$ cat src/rtl/top_k_selection_by_value_defines.svh
// assertion macros used by the top-k selection controller
`ifndef TOP_K_SELECTION_BY_VALUE_DEFINES_SVH
`define TOP_K_SELECTION_BY_VALUE_DEFINES_SVH

// property that must hold at every clock edge out of reset
`define TKSEL_ASSERT(lbl, prop, msg) \
  lbl: assert property (@(posedge clk_i) disable iff (!rst_ni) (prop)) else $error(msg);

// trigger in a cycle implies a condition in the next
`define TKSEL_ASSERT_NEXT(lbl, trig, expr, msg) \
  lbl: assert property (@(posedge clk_i) disable iff (!rst_ni) (trig) |=> (expr)) \
    else $error(msg);

`endif

$ cat src/rtl/tksel_pkg.sv
// types and constants for the top-k selection block
`timescale 1ns / 1ps

package tksel_pkg;

  localparam int unsigned SelectW = 6;
  localparam logic [SelectW-1:0] SelectReset = 6'd5;

  typedef enum logic {
    ST_IDLE,
    ST_EMIT
  } tksel_state_e;

  typedef struct packed {
    logic insert;
    logic shift_out;
    logic clear;
  } tksel_cmd_t;

  typedef struct packed {
    logic empty;
    logic last_entry;
  } tksel_sts_t;

endpackage

$ cat src/rtl/tksel_if.sv
// valid/ready stream interfaces for candidates and picked ids
`timescale 1ns / 1ps

interface tksel_cand_if #(
  parameter int unsigned SCORE_BITS = 32,
  parameter int unsigned ID_BITS    = 24
);
  logic                  valid;
  logic                  ready;
  logic [SCORE_BITS-1:0] score;
  logic [ID_BITS-1:0]    node_id;
  logic                  set_end;

  modport source (output valid, output score, output node_id, output set_end, input ready);
  modport sink   (input valid, input score, input node_id, input set_end, output ready);
endinterface

interface tksel_pick_if #(
  parameter int unsigned ID_BITS = 24
);
  logic               valid;
  logic               ready;
  logic [ID_BITS-1:0] chosen_id;
  logic               final_pick;

  modport source (output valid, output chosen_id, output final_pick, input ready);
  modport sink   (input valid, input chosen_id, input final_pick, output ready);
endinterface

$ cat src/rtl/tksel_dpath.sv
// sorted top-k list: compare-and-shift insertion cells and shift-out
`timescale 1ns / 1ps

module tksel_dpath import tksel_pkg::*; #(
  parameter int unsigned MAX_SELECT = 32,
  parameter int unsigned SCORE_BITS = 32,
  parameter int unsigned ID_BITS    = 24
) (
  input  logic                  clk_i,
  input  logic                  rst_ni,
  input  tksel_cmd_t            cmd_i,
  output tksel_sts_t            sts_o,
  input  logic [SCORE_BITS-1:0] score_i,
  input  logic [ID_BITS-1:0]    node_id_i,
  output logic [ID_BITS-1:0]    chosen_id_o
);

  localparam int unsigned CW = $clog2(MAX_SELECT + 1);

  logic [SCORE_BITS-1:0] score_q [MAX_SELECT];
  logic [ID_BITS-1:0]    id_q    [MAX_SELECT];
  logic [MAX_SELECT-1:0] ge;
  logic [CW-1:0]         count_d, count_q;

  for (genvar g = 0; g < MAX_SELECT; g++) begin : g_cell
    logic                  prev_ge;
    logic                  take_new;
    logic                  take_left;
    logic [SCORE_BITS-1:0] left_score;
    logic [ID_BITS-1:0]    left_id;
    logic [ID_BITS-1:0]    right_id;

    if (g == 0) begin : g_head
      assign prev_ge    = 1'b1;
      assign left_score = score_q[g];
      assign left_id    = id_q[g];
    end else begin : g_body
      assign prev_ge    = ge[g-1];
      assign left_score = score_q[g-1];
      assign left_id    = id_q[g-1];
    end

    if (g == MAX_SELECT - 1) begin : g_tail
      assign right_id = id_q[g];
    end else begin : g_mid
      assign right_id = id_q[g+1];
    end

    // entry ranks at or above the candidate: ties keep the earlier arrival
    assign ge[g]     = (CW'(g) < count_q) && (score_q[g] >= score_i);
    assign take_new  = prev_ge && !ge[g];
    assign take_left = !prev_ge;

    always_ff @(posedge clk_i) begin
      if (cmd_i.insert) begin
        if (take_new) begin
          score_q[g] <= score_i;
          id_q[g]    <= node_id_i;
        end else if (take_left) begin
          score_q[g] <= left_score;
          id_q[g]    <= left_id;
        end
      end else if (cmd_i.shift_out) begin
        id_q[g] <= right_id;
      end
    end
  end

  always_comb begin
    count_d = count_q;
    if (cmd_i.clear) begin
      count_d = '0;
    end else if (cmd_i.insert) begin
      if (count_q != CW'(MAX_SELECT)) begin
        count_d = count_q + CW'(1);
      end
    end else if (cmd_i.shift_out) begin
      count_d = count_q - CW'(1);
    end
  end

  always_ff @(posedge clk_i or negedge rst_ni) begin
    if (!rst_ni) begin
      count_q <= '0;
    end else begin
      count_q <= count_d;
    end
  end

  assign sts_o.empty      = (count_q == '0);
  assign sts_o.last_entry = (count_q == CW'(1));
  assign chosen_id_o      = id_q[0];

endmodule

$ cat src/rtl/tksel_ctrl.sv
// controller: select count register, insert and emit sequencing
`timescale 1ns / 1ps

`include "top_k_selection_by_value_defines.svh"

module tksel_ctrl import tksel_pkg::*; (
  input  logic               clk_i,
  input  logic               rst_ni,
  input  logic               cfg_we_i,
  input  logic [SelectW-1:0] cfg_wdata_i,
  input  logic               in_valid_i,
  input  logic               in_last_i,
  output logic               in_ready_o,
  output logic               out_valid_o,
  input  logic               out_ready_i,
  output logic               final_pick_o,
  output tksel_cmd_t         cmd_o,
  input  tksel_sts_t         sts_i
);

  tksel_state_e       state_d, state_q;
  logic [SelectW-1:0] k_q;
  logic [SelectW-1:0] kleft_d, kleft_q;

  always_ff @(posedge clk_i or negedge rst_ni) begin
    if (!rst_ni) begin
      state_q <= ST_IDLE;
      k_q     <= SelectReset;
      kleft_q <= '0;
    end else begin
      state_q <= state_d;
      kleft_q <= kleft_d;
      if (cfg_we_i) begin
        k_q <= cfg_wdata_i;
      end
    end
  end

  always_comb begin
    state_d      = state_q;
    kleft_d      = kleft_q;
    in_ready_o   = 1'b0;
    out_valid_o  = 1'b0;
    final_pick_o = 1'b0;
    cmd_o        = '0;
    case (state_q)
      ST_IDLE: begin
        in_ready_o = 1'b1;
        if (in_valid_i) begin
          cmd_o.insert = 1'b1;
          if (in_last_i) begin
            state_d = ST_EMIT;
            kleft_d = k_q;
          end
        end
      end
      ST_EMIT: begin
        if (kleft_q == '0 || sts_i.empty) begin
          cmd_o.clear = 1'b1;
          state_d     = ST_IDLE;
        end else begin
          out_valid_o  = 1'b1;
          final_pick_o = (kleft_q == SelectW'(1)) || sts_i.last_entry;
          if (out_ready_i) begin
            if (final_pick_o) begin
              cmd_o.clear = 1'b1;
              state_d     = ST_IDLE;
            end else begin
              cmd_o.shift_out = 1'b1;
              kleft_d         = kleft_q - SelectW'(1);
            end
          end
        end
      end
      default: begin
        state_d = ST_IDLE;
      end
    endcase
  end

  `TKSEL_ASSERT(a_no_overlap, !(in_ready_o && out_valid_o), "input taken during emit")
  `TKSEL_ASSERT_NEXT(a_final_frees, out_valid_o && out_ready_i && final_pick_o, in_ready_o, "not idle after final beat")
  `TKSEL_ASSERT_NEXT(a_mid_set_ready, in_valid_i && in_ready_o && !in_last_i, in_ready_o, "stalled inside a set")
  `TKSEL_ASSERT(a_cmd_excl, !(cmd_o.insert && (cmd_o.clear || cmd_o.shift_out)), "conflicting list commands")

endmodule

$ cat src/rtl/top_k_selection_by_value.sv
// top-k selection: keeps the best candidates of a set and reports their ids
//
// candidates arrive on cand_i (score, node_id, set_end); picks leave on pick_o
// (chosen_id, final_pick), both valid/ready, a beat moving when both are high.
// select_count is written through cfg_we_i / cfg_wdata_i; the user must write it
// only while the block is idle, the block does not enforce this. each candidate is
// inserted into a sorted list of MAX_SELECT entries in the cycle it is taken, so
// candidates within a set stream at one beat per cycle. after the set_end beat,
// ready drops; the first pick is valid in the cycle right after that edge and picks
// follow one per cycle unless stalled, best first, ties in arrival order. the input
// stays closed until the set's picks end; the list shifts out through its head cell.
// when the receiver stalls, the current pick holds and the list does not move.
// the beat with final_pick clears the list and ready returns the next cycle.
// reset empties the list and sets select_count to 5; no clearing pass is needed.
`timescale 1ns / 1ps

module top_k_selection_by_value import tksel_pkg::*; #(
  parameter int unsigned MAX_SELECT = 32,
  parameter int unsigned SCORE_BITS = 32,
  parameter int unsigned ID_BITS    = 24
) (
  input  logic               clk_i,
  input  logic               rst_ni,
  input  logic               cfg_we_i,
  input  logic [SelectW-1:0] cfg_wdata_i,
  tksel_cand_if.sink         cand_i,
  tksel_pick_if.source       pick_o
);

  tksel_cmd_t            cmd;
  tksel_sts_t            sts;
  logic [ID_BITS-1:0]    chosen_id;
  logic [SCORE_BITS-1:0] score;
  logic [ID_BITS-1:0]    node_id;

  assign score   = SCORE_BITS'(cand_i.score);
  assign node_id = ID_BITS'(cand_i.node_id);

  tksel_ctrl u_ctrl (
    .clk_i        (clk_i),
    .rst_ni       (rst_ni),
    .cfg_we_i     (cfg_we_i),
    .cfg_wdata_i  (cfg_wdata_i),
    .in_valid_i   (cand_i.valid),
    .in_last_i    (cand_i.set_end),
    .in_ready_o   (cand_i.ready),
    .out_valid_o  (pick_o.valid),
    .out_ready_i  (pick_o.ready),
    .final_pick_o (pick_o.final_pick),
    .cmd_o        (cmd),
    .sts_i        (sts)
  );

  tksel_dpath #(
    .MAX_SELECT (MAX_SELECT),
    .SCORE_BITS (SCORE_BITS),
    .ID_BITS    (ID_BITS)
  ) u_dpath (
    .clk_i       (clk_i),
    .rst_ni      (rst_ni),
    .cmd_i       (cmd),
    .sts_o       (sts),
    .score_i     (score),
    .node_id_i   (node_id),
    .chosen_id_o (chosen_id)
  );

  assign pick_o.chosen_id = chosen_id;

endmodule
$ cat src/flat_wrapper.sv
// flat-port wrapper written by rule: the top's interface ports become plain ports
module top_k_selection_by_value_flat import tksel_pkg::*;
#(
  parameter int unsigned MAX_SELECT = 32,
  parameter int unsigned SCORE_BITS = 32,
  parameter int unsigned ID_BITS    = 24
)
  (clk_i, rst_ni, cfg_we_i, cfg_wdata_i, cand_i_valid, cand_i_score, cand_i_node_id, cand_i_set_end, cand_i_ready, pick_o_valid, pick_o_chosen_id, pick_o_final_pick, pick_o_ready);
  tksel_cand_if #(.SCORE_BITS(SCORE_BITS), .ID_BITS(ID_BITS)) cand_i_i ();
  tksel_pick_if #(.ID_BITS(ID_BITS)) pick_o_i ();
  input  logic clk_i;
  input  logic rst_ni;
  input  logic cfg_we_i;
  input  logic [SelectW-1:0] cfg_wdata_i;
  input wire logic [$bits(cand_i_i.valid)-1:0] cand_i_valid;
  input wire logic [$bits(cand_i_i.score)-1:0] cand_i_score;
  input wire logic [$bits(cand_i_i.node_id)-1:0] cand_i_node_id;
  input wire logic [$bits(cand_i_i.set_end)-1:0] cand_i_set_end;
  output wire logic [$bits(cand_i_i.ready)-1:0] cand_i_ready;
  output wire logic [$bits(pick_o_i.valid)-1:0] pick_o_valid;
  output wire logic [$bits(pick_o_i.chosen_id)-1:0] pick_o_chosen_id;
  output wire logic [$bits(pick_o_i.final_pick)-1:0] pick_o_final_pick;
  input wire logic [$bits(pick_o_i.ready)-1:0] pick_o_ready;
  assign cand_i_i.valid = cand_i_valid;
  assign cand_i_i.score = cand_i_score;
  assign cand_i_i.node_id = cand_i_node_id;
  assign cand_i_i.set_end = cand_i_set_end;
  assign cand_i_ready = cand_i_i.ready;
  assign pick_o_valid = pick_o_i.valid;
  assign pick_o_chosen_id = pick_o_i.chosen_id;
  assign pick_o_final_pick = pick_o_i.final_pick;
  assign pick_o_i.ready = pick_o_ready;
  top_k_selection_by_value #(.MAX_SELECT(MAX_SELECT), .SCORE_BITS(SCORE_BITS), .ID_BITS(ID_BITS)) u_core (.clk_i(clk_i), .rst_ni(rst_ni), .cfg_we_i(cfg_we_i), .cfg_wdata_i(cfg_wdata_i), .cand_i(cand_i_i), .pick_o(pick_o_i));
endmodule
$ cat config.mk
export PLATFORM = sky130hd
export DESIGN_NAME = top_k_selection_by_value_flat
export DESIGN_NICKNAME = d
export VERILOG_FILES = /design/src/rtl/tksel_pkg.sv /design/src/rtl/tksel_if.sv /design/src/rtl/tksel_dpath.sv /design/src/rtl/tksel_ctrl.sv /design/src/rtl/top_k_selection_by_value.sv /design/src/flat_wrapper.sv
export VERILOG_INCLUDE_DIRS = /design/src /design/src/rtl
export SDC_FILE = /design/constraint.sdc
export NUM_CORES = 2
export LEC_CHECK = 0
export ABC_AREA = 0
export BUFFER_PORTS_ARGS = -buffer_cell sky130_fd_sc_hd__buf_2
export CORE_MARGIN = 8
export CORE_UTILIZATION = 58
export CTS_CLUSTER_DIAMETER = 150
export CTS_CLUSTER_SIZE = 28
export DETAILED_ROUTE_END_ITERATION = 10
export PLACE_DENSITY_LB_ADDON = 0.2
export SYNTH_ARGS = -nofsm -noshare
export SYNTH_HDL_FRONTEND = slang
export SYNTH_SLANG_ARGS = --single-unit
$ cat constraint.sdc
create_clock -name clk_i -period 4.4 [get_ports clk_i]
set_input_delay 0.88 -clock clk_i [delete_from_list [all_inputs] [get_ports clk_i]]
set_output_delay 0.88 -clock clk_i [all_outputs]
set_load 0.1 [all_outputs]
# Word level (Yosys, flattened, before mapping)
# Memory sizes are Yosys's and may differ from the RTL's.
# Cells that the tools add are included.
totals:
  memories: 2
  word_cells: 622
  reg_bits: 19
  in_bits: 68
  ramBits: 1792
classes:
  n_bitwise: 95
  order_cmp: 64
  n_eq_ne: 9
  muxes: 344
  add_sub_neg: 3
  reduce_logical: 101
mem_list:
  columns: ["name", "words", "word_bits", "rd", "rd_ports_with_merged_regs", "wr", "line", "text"]
  rows:
  - ["u_core.u_dpath.score_q", 32, 32, 32, 0, 32, "tksel_dpath.sv:20", "logic [SCORE_BITS-1:0] score_q [MAX_SELECT];"]
  - ["u_core.u_dpath.id_q", 32, 24, 32, 0, 32, "tksel_dpath.sv:21", "logic [ID_BITS-1:0] id_q [MAX_SELECT];"]
ops:
  columns: ["op", "n"]
  rows:
  - ["two-way mux 24 bit", 63]
  - ["greater-or-equal comparator 32 bit", 32]
  - ["two-way mux 32 bit", 31]
  - ["two-way mux 1 bit", 237]
  - ["< comparator 5 x 6 -> 1 bit (first input constant)", 16]
  - ["bitwise OR 1 bit", 94]
  - ["logical AND 1 bit", 63]
  - ["two-way mux 6 bit", 9]
  - ["< comparator 4 x 6 -> 1 bit (first input constant)", 8]
  - ["zero test 1 bit", 31]
  - ["< comparator 3 x 6 -> 1 bit (first input constant)", 4]
  - ["equality test 6 x 1 -> 1 bit (second input constant)", 2]
  - ["zero test 6 bit", 2]
  - ["< comparator 1 x 6 -> 1 bit (first input constant)", 2]
  - ["< comparator 2 x 6 -> 1 bit (first input constant)", 2]
  - ["one-hot mux 6 bit (2 select lines)", 1]
  - ["subtractor 6 x 1 -> 6 bit (second input constant)", 2]
  - ["inequality test 2 bit (second input constant)", 5]
  - ["adder 6 x 1 -> 6 bit (second input constant)", 1]
  - ["inequality test 6 bit (second input constant)", 1]
  - ["AND reduction 5 bit", 1]
  - ["two-way mux 2 bit", 2]
  - ["inequality test 3 bit (second input constant)", 1]
  - ["nonzero test 3 bit", 1]
  - ["other kinds (4)", 5]

# Depth between registers and ports, before layout
logic_depth:
  ltp_word: 10
  mapped_depth: 15

# Hierarchy
# Synthesis repeated with hierarchy kept, for this count alone.
unflattened:
  hier_cells: 9062
  hier_area_um2: 105394.8
by_module_without_submodules:
  columns: ["mod", "area_per_inst_um2", "n_inst", "cells_per_inst"]
  rows:
  - ["tksel_dpath", 104630.3, 1, 8984]
  - ["tksel_ctrl", 764.5, 1, 78]

# Worst setup path before layout
# Ideal clock, no wire load.
synth_timing:
  path_kind: "input to register"
  startpoint: "input port cand_i_score[21]"
  endpoint: "memory u_core.u_dpath.id_q[11][0] (netlist: u_core.u_dpath.id_q[0][264]) (enable)"
  stages: 12
  setup_slack_ns: -1.519
  n_path_buf: 3
  required_time_ns: 3.962
  setup_time_ns: 0.438
  t_arrival_ns: 5.480
  cell_sequence: "clkbuf_1 inv_1 clkbuf_1 ha_1 a21o_1 a21o_1 a221oi_1 o21ai_0 nand2_1 a31oi_1 clkbuf_1 o21ai_0"
synth_lines:
  columns: ["element", "line", "text"]
  rows:
  - ["start, declared", "flat_wrapper.sv:16", "input wire logic [$bits(cand_i_i.score)-1:0] cand_i_score;"]
  - ["end, declared", "tksel_dpath.sv:21", null]

# Final worst setup path
layout_timing:
  startpoint: "register u_core.u_dpath.count_q[2]"
  endpoint: "output port pick_o_final_pick"
layout_via:
  elab_chain_cells: 4
  elab_cells_between_ends: 6
layout_lines:
  columns: ["element", "line", "text"]
  rows:
  - ["start, declared", "tksel_dpath.sv:23", "logic [CW-1:0] count_d, count_q;"]
  - ["start signal, assigned", "tksel_dpath.sv:86", "count_q <= count_d;"]
  - ["equality test 6 x 1 -> 1 bit or zero test 6 bit (tied branches)", "tksel_dpath.sv:91, tksel_dpath.sv:90", null]
  - ["logical OR 1 bit, on equally long branches", "tksel_ctrl.sv:63, tksel_ctrl.sv:58", null]
  - ["two-way mux 1 bit (*)", "tksel_ctrl.sv:58", "if (kleft_q == '0 || sts_i.empty) begin"]
  - ["two-way mux 1 bit (*)", "tksel_ctrl.sv:46", "case (state_q)"]
  - ["end, declared", "flat_wrapper.sv:22", "output wire logic [$bits(pick_o_i.final_pick)-1:0] pick_o_final_pick;"]
# Every way passes the cells marked *; elsewhere a longest branch is shown, timed or not.

==> metrics.cfg <==
[outcome]
outcome = finished, final reports clean

[yosys]
avgSynthCellArea_um2 = 10.8
ys_ff_latch = 1811
synthesis.nets = 11262
synthArstFlopShare = 0.0105
seq_area_frac_synth = 0.495
synth-edff-count = 1792
synth.distinct_cells = 83
synth_area_um2 = 110000
ys.flop_type = edfxtp_1
yosysWarnings = 0
synthCells = 10165

[grt]
grt_pass1_vias = 80139
antenna_found_initial = 28
grt_pass1_wl_um = 442000
track_usage = 0.268
grt.overflow.total = 0
grt_max_degree = 95

[worst_setup_path]
critPathLaunchType = flip-flop
critPathMaxFanout = 17
worstPathArrival_ns = 3.28
worst-endpoint-required_ns = 3.52
critical-path-slowest-cell = dfrtp_1
crit_chain = nor2_1 -> a32oi_1 -> nand2_1 -> nor2_1 -> buf_2
slowest_delay_ns = 0.81
crit_path_end_kind = output pin
crit_top_cell = nor2_1
path_class = reg -> out

[routing]
drt-pass1-iter-count = 6
wl_per_cell_um = 22.7
via_per_inst = 6.55
first_iter_violations = 8718
drt_wl_total_um = 286000
vias = 82329
ant_nets = 0
drc = 0

[place]
hpwl_um = 219000
gp_congestion = 0.896
io_buffers = 94
dpl_worst_slack_ns = -0.199

[final_layout]
final_cell_mix = edfxtp_1, nor3_1, ha_1
post-route-util = 0.630
nFillCells = 14447
area_delta_synth_final_pct = 7.82
final_nets = 11143
seq_area_um2 = 54300
multiInputGateArea_um2 = 52100
drive_above_1_share = 0.146
final_common_cell = edfxtp_1

[clocking]
path_clk_slew_ns = 0.12
clock_latency_ns = 0.74
postCtsSetupBuffers = 0
clock-root-buffer = clkbuf_16
cts_sinks = 1811
h-tree-depth = 3
cts_tree = built
holdBufCountCts = 0
clk_path_buf_depth = 3
cts_buffers = 74
cts_resized = 0

[timing]
max_freq_ghz = 0.240
period_share = 0.945
period_needed_ns = 4.16
relSlewSlack = 0.163
rsz0062_at_grt = no
worst_pin_slew_ns = 1.26
setup_slack_ns = 0.241
maxSlewViolCount = 0
fin_worst_skew_ns = 0.0389
hold_viol = 0
setup_viol = 0

[floorplan]
start_util = 0.584
rows = 159
dieWidth_um = 451
die_height_um = 451
dieArea_um2 = 203000
coreArea_um2 = 188000
ios = 95

[pwr]
vdd_drop_max_mv = 0.491
leakagePower_nw = 44.9
finalPower_mw = 90.6
power_density_nw_per_um2 = 766

[run]
cap_viol_max_count = 0

[min_path]
hold_path_class = in -> async

## stage by stage
step / instances / setup TNS, ns / hold WS [ns] / area [µm²]
floorplan: 10165 / 0 / 0.471 / 110000
global placement: 12465 / -21.99 / 0.490 / 116000
detailed placement: 12465 / -25.94 / 0.512 / 116000
CTS: 12556 / 0 / 0.0908 / 118000
global route: 12569 / 0 / 0.119 / 118000
finish: 12572 / 0 / 0.136 / 118000
## synthesized netlist by cell type (all sizes together) (141+ instances only)
cell / count / share of area
mux2: 672 / 0.069
a21oi: 675 / 0.031
nand2: 772 / 0.026
a21o: 251 / 0.017
ha: 1029 / 0.12
clkbuf: 578 / 0.020
nor3: 1030 / 0.047
buf: 226 / 0.011
a211oi: 299 / 0.020
edfxtp: 1792 / 0.49
nand4: 141 / 0.0080
a221o: 196 / 0.018
nor2: 996 / 0.034
o21ai: 632 / 0.029
## flip-flops by register name, indices dropped and copies added, names as in the netlist
register                count
u_core.u_dpath.score_q   1024
u_core.u_ctrl.k_q           6
u_core.u_dpath.id_q       768
u_core.u_ctrl.kleft_q       6
u_core.u_ctrl.state_q       1
u_core.u_dpath.count_q      6
## path summary, 6_finish.rpt
kind | from | end | slack [ns] | cells past startpoint
max in group asynchronous | rst_ni | u_core.u_dpath.count_q[4]$_DFFE_PN0P_ | 3.86 | 1
max | u_core.u_dpath.count_q[2]$_DFFE_PN0P_ | pick_o_final_pick | 0.24 | 5
min | rst_ni | u_core.u_ctrl.kleft_q[2]$_DFFE_PN0P_ | 0.14 | 1
min in group clk_i | cfg_wdata_i[1] | u_core.u_ctrl.k_q[1]$_DFFE_PN0P_ | 0.38 | 2
min reg2reg | u_core.u_ctrl.kleft_q[0]$_DFFE_PN0P_ | u_core.u_ctrl.kleft_q[0]$_DFFE_PN0P_ | 0.53 | 1
max reg2reg | u_core.u_dpath.score_q[0][43]$_DFFE_PP_ | u_core.u_dpath.score_q[0][55]$_DFFE_PP_ | 0.36 | 14
## cell families after synthesis
family,after synthesis,share of synthesized area
flops,1811,0.495
xor+xnor,3,0.000240
mux,768,0.0778
compound gates,2422,0.143
simple gates,3222,0.132
fa+ha+maj,1029,0.117
buf+inv,910,0.0342
## routing by layer
layer / part of all wire / GRT usage / up-vias / wire length, µm
met5: 0 / 0 / - / 0
met4: 0.034 / 0.0945 / 0 / 9600
met3: 0.074 / 0.0283 / 478 / 21100
met2: 0.47 / 0.451 / 3387 / 135000
met1: 0.42 / 0.363 / 39987 / 120000
li1: - / - / 38477 / -
## area by class of cell
class | instances | area share
tap | 2495 | 0.0264
sequential | 1811 | 0.459
clock buffer | 87 | 0.0163
clock inverter | 4 | 0.000317
timing repair buffer | 609 | 0.0532
antenna | 16 | 0.000339
multi-input combinational | 7444 | 0.441
inverter | 106 | 0.00337
## worst max-delay path: cells and delay by family, from the launching register on
| kind | cells | cell delay [ns] |
|---|---|---|
| and+or+nand+nor | 3 | 0.86 |
| DFF | 1 | 0.81 |
| buffers and inverters | 1 | 0.53 |
| AOI/OAI and AO/OA | 1 | 0.34 |
## power breakdown
group          internal (mW)  switching [mW]
clock                   3.15            5.43
sequential              33.8            6.01
combinational           17.3            24.9
total                   54.2            36.4
Power figures use the tool's default switching activity.
